<file path="src/rtl/ragmt_pkg.sv">
// Package for the range-add / global-maximum segment tree block.
// Holds the sequencer state type, opcodes, field widths and the node RAM write type.
// Depends on nothing; every other file in rtl/ imports it.
package ragmt_pkg;

   localparam int DATA_W  = 48;
   localparam int DELTA_W = 32;
   localparam int START_W = 10;
   localparam int END_W   = 11;

   localparam logic OP_SET = 1'b0;
   localparam logic OP_ADD = 1'b1;

   typedef enum logic [3:0] {
      ST_CLEAR,
      ST_IDLE,
      ST_LOOP,
      ST_L_RD,
      ST_L_WR,
      ST_R_RD,
      ST_R_WR,
      ST_PULL_A,
      ST_PULL_B,
      ST_PULL_W,
      ST_ROOT_RD,
      ST_ROOT_SUM
   } state_type;

   // One write port command for the node RAM: the max half and the addend half
   // of a node are enabled separately.
   typedef struct packed {
      logic              max_en;
      logic              add_en;
      logic [DATA_W-1:0] max_data;
      logic [DATA_W-1:0] add_data;
   } ram_wr_type;

endpackage

</file>
<file path="src/rtl/ragmt_alu.sv">
// Shared arithmetic unit of the tree sequencer: one 48-bit wrapping adder
// followed by a signed compare of the sum against a held value.
// Depends on ragmt_pkg.
module ragmt_alu (
   input  logic [ragmt_pkg::DATA_W-1:0] op_a,
   input  logic [ragmt_pkg::DATA_W-1:0] op_b,
   input  logic [ragmt_pkg::DATA_W-1:0] ref_val,
   output logic [ragmt_pkg::DATA_W-1:0] sum,
   output logic                         sum_gt
);
   import ragmt_pkg::*;

   assign sum    = op_a + op_b;
   assign sum_gt = $signed(sum) > $signed(ref_val);

endmodule

</file>
<file path="config.mk">
export PLATFORM = sky130hd
export DESIGN_NAME = ragmt_alu
export DESIGN_NICKNAME = d
export VERILOG_FILES = /design/src/rtl/ragmt_pkg.sv /design/src/rtl/ragmt_alu.sv
export SDC_FILE = /design/constraint.sdc
export NUM_CORES = 1
export LEC_CHECK = 0
export ABC_AREA = 1
export BUFFER_PORTS_ARGS = -buffer_cell sky130_fd_sc_hd__clkbuf_2
export CAP_MARGIN = 5
export CORE_UTILIZATION = 35
export DETAILED_ROUTE_END_ITERATION = 16
export PLACE_DENSITY = 0.62
export RECOVER_POWER = 100
export SKIP_LAST_GASP = 1
export SLEW_MARGIN = 10
export SYNTH_ARGS = -nofsm -noshare
export SYNTH_HDL_FRONTEND = slang
export SYNTH_SLANG_ARGS = --single-unit
</file>
<file path="constraint.sdc">
create_clock -name vclk -period 9.3
set_input_delay 1.86 -clock vclk [all_inputs]
set_output_delay 1.86 -clock vclk [all_outputs]
set_load 0.1 [all_outputs]
</file>
==> summary.txt <==
Floorplan
  • Die height: 119 um
  • Core area: 13200 um^2
  • Die W: 119 um
  • Die area: 14100 um^2
  • Rows: 42
  • Ports: 193
  • Initial Util: 0.359

Pwr
  • Net Sw Power: 0.000595 W
  • Power Dens Cells: 130 nW/um^2
  • Switching share of total power: 0.781
  • Leakage Power: 3.53 nW
  • P_int: 0.000167 W
  • Proportion of power drawn by combinational gates: 1.000
  • Clk pwr share: 0
  • Worst VDD drop: 87.3 uV
  • Sequential Power Share: 0

Synthesis
  • Synthesized area: 4760 um^2
  • Syn_nets: 1125
  • Post-synthesis xor/xnor area fraction: 0.0552
  • Post-synth cell types: 30
  • Sequential area share after synthesis: 0
  • Post-synthesis simple-gate area fraction: 0.393
  • Post-Synthesis Cells: 885
  • Post-Synth Adder-Cell Area: 0.254
  • Largest family of logic cells by synthesized area: simple AND/OR/NAND/NOR gates
  • Synth warn: 0
  • Complex-gate fraction of the synthesized area: 0.170
  • Mux share of post-synthesis cell area: 0
  • Avg Cell Area, Syn: 5.38 um^2

Critical path
  • Setup CP Type: input pin to primary output
  • Critical path arrival: 5.97 ns
  • Worst setup SP type: input pin
  • Critical Path Fanout Max: 4
  • Crit-path slowest cell: clkbuf_1
  • Crit-path most repeated cell: nand2_1
  • Critical path's largest stage delay: 0.87 ns
  • Critical path required time: 7.44 ns
  • Worst setup EP type: primary output

Timing
  • TNS Setup: 0 ns
  • Final setup vio count: 0
  • Worst Hold Slack: 4.51 ns
  • Max Fclk: 0.128 GHz
  • Worst-Margin Slew: 1.19 ns
  • RSZ-0062 raised after global routing: no
  • Worst slew margin: 0.212
  • Final worst path period share: 0.842
  • Fin crit period: 7.83 ns
  • Max-slew violation count: 0
  • Hold Vio Cnt, Final: 0

Finish
  • Antenna fix cells: 0
  • Layout cells sized above 1: 0.154
  • Clock buf count: 0
  • Storage element area: 0 um^2
  • Synth-to-Final Area Change: 23.6%
  • Fillers: 1583
  • Final Cell Area: 5880 um^2
  • Nets: 1320
  • FF+latch count: 0

Route
  • DRT iter0 DRCs: 352
  • Via density: 4.75
  • DR vias: 5959
  • DRT antenna net count: 0
  • Routed length per instance: 13.5 um
  • TritonRoute pass-1 iters: 5
  • # DRC: 0
  • Total routed wirelength: 16900 um

Placement
  • Placer Congestion: 0.925
  • HPWL after detailed placement: 15700 um
  • Port bufs: 193
  • Placed Area: 5940 um^2

Worst hold path
  • Hold-critical path depth: 3
  • Hold Path Sink: sum[0]
  • Hold wc startpoint: op_b[0]
  • Type of the worst min-delay path: input pin to primary output

GRT
  • Number of antenna violations at the first check in global routing: 0
  • Grt ovf: 0
  • Total track usage: 0.234
  • Largest net degree at the start of global routing: 7
  • First-pass GRT wire length: 26700 um
  • Vias in the first global route: 5530

Clocking
  • Cts hold-fix bufs: 0
  • Quantity of gates resized following cts: 0
  • # Post-CTS Setup Buffers: 0

Outcome
  • Outcome: finished clean

Flow run
  • Max cap viols: 0
==> metrics by stage <==
| step | cells | util | total power, W | worst slack (ns) |
|---|---|---|---|---|
| 3_3_place_gp | 1254 | 0.449 | 0.000774 | 1.83 |
| 4_1_cts | 1254 | 0.449 | 0.000777 | 1.82 |
| 2_1_floorplan | 885 | - | 0.000614 | 0.440 |
| 6_report | 1254 | 0.444 | 0.000762 | 1.47 |
| 3_5_place_dp | 1254 | 0.449 | 0.000774 | 1.83 |
| 5_1_grt | 1254 | 0.444 | 0.000825 | 1.13 |
==> routing by layer <==
metal	up-vias	routed length [um]	share of wire	track usage
li1	3234	-	-	-
met1	2529	7960	0.47	0.320
met2	178	7710	0.46	0.404
met3	18	867	0.051	0.0116
met4	0	362	0.021	0.0459
met5	-	0	0	0
==> critical path: cells and delay by family <==
kind / cells / cell delay, ns
adders and majority gates: 3 / 0.88
buffers and inverters: 4 / 1.13
and+or+nand+nor: 18 / 2.10
==> how the worst max path moves through the flow <==
| stage | startpoint | end | slack [ns] | cells past startpoint |
|---|---|---|---|---|
| after global routing | op_a[0] | sum_gt | 1.13 | 25 |
| after floorplan | op_a[0] | sum_gt | 0.44 | 21 |
| after CTS | op_a[0] | sum_gt | 1.82 | 25 |
| final | op_a[0] | sum_gt | 1.47 | 25 |
| after global placement | op_a[0] | sum_gt | 1.83 | 25 |
| after detailed placement | op_a[0] | sum_gt | 1.83 | 25 |
==> cells in the final DEF, fill, tap and decap left out, drive strengths merged, types with 3 or more instances in the layout <==
cell type  Yosys  routed
nand2        291     291
clkbuf         0     193
inv          162     162
ha            95      95
nor2          93      93
a21oi         86      86
nand3         38      38
o21ai         36      36
xor2          23      23
nand4         15      15
o21a          15      15
xnor2          7       7
nor3           6       6
nand3b         5       5
a21o           4       4
o21bai         3       3
==> cell families after synthesis <==
kind of cell,count (synthesis)
and+or+nand+nor,451
buffers and inverters,162
AOI/OAI and AO/OA,146
adders and majority gates,96
xor gates and xnor gates,30
==> power by group through the flow <==
stage | clock network, W | logic (W) | registers, W
after floorplan | 0 | 0.000614 | 0
after global placement | 0 | 0.000774 | 0
after detailed placement | 0 | 0.000774 | 0
after CTS | 0 | 0.000777 | 0
after global routing | 0 | 0.000825 | 0
final | 0 | 0.000762 | 0
==> area by class of cell <==
type | instances | area, um^2 | area share
multi-input cells | 723 | 4150 | 0.705
repair buffers | 193 | 905 | 0.154
well taps | 176 | 220 | 0.0374
inverters | 162 | 608 | 0.103
==> synth_stat cells, drive strengths merged <==
library cell | instances | area share
nand3 | 38 | 0.041
and3 | 1 | 0.0013
nand2 | 291 | 0.24
ha | 95 | 0.25
fa | 1 | 0.0042
nand4 | 15 | 0.020
inv | 162 | 0.13
o21a | 15 | 0.024
a21o | 4 | 0.0063
nor4 | 1 | 0.0013
nor3 | 6 | 0.0074
nor2 | 93 | 0.076
xor2 | 23 | 0.042
o21bai | 3 | 0.0047
xnor2 | 7 | 0.013
a21boi | 1 | 0.0016
o211ai | 1 | 0.0016
or2 | 1 | 0.0013
nand3b | 5 | 0.0079
a21oi | 86 | 0.094
o21ai | 36 | 0.039
No activity file was read; power rests on OpenSTA's default activity.
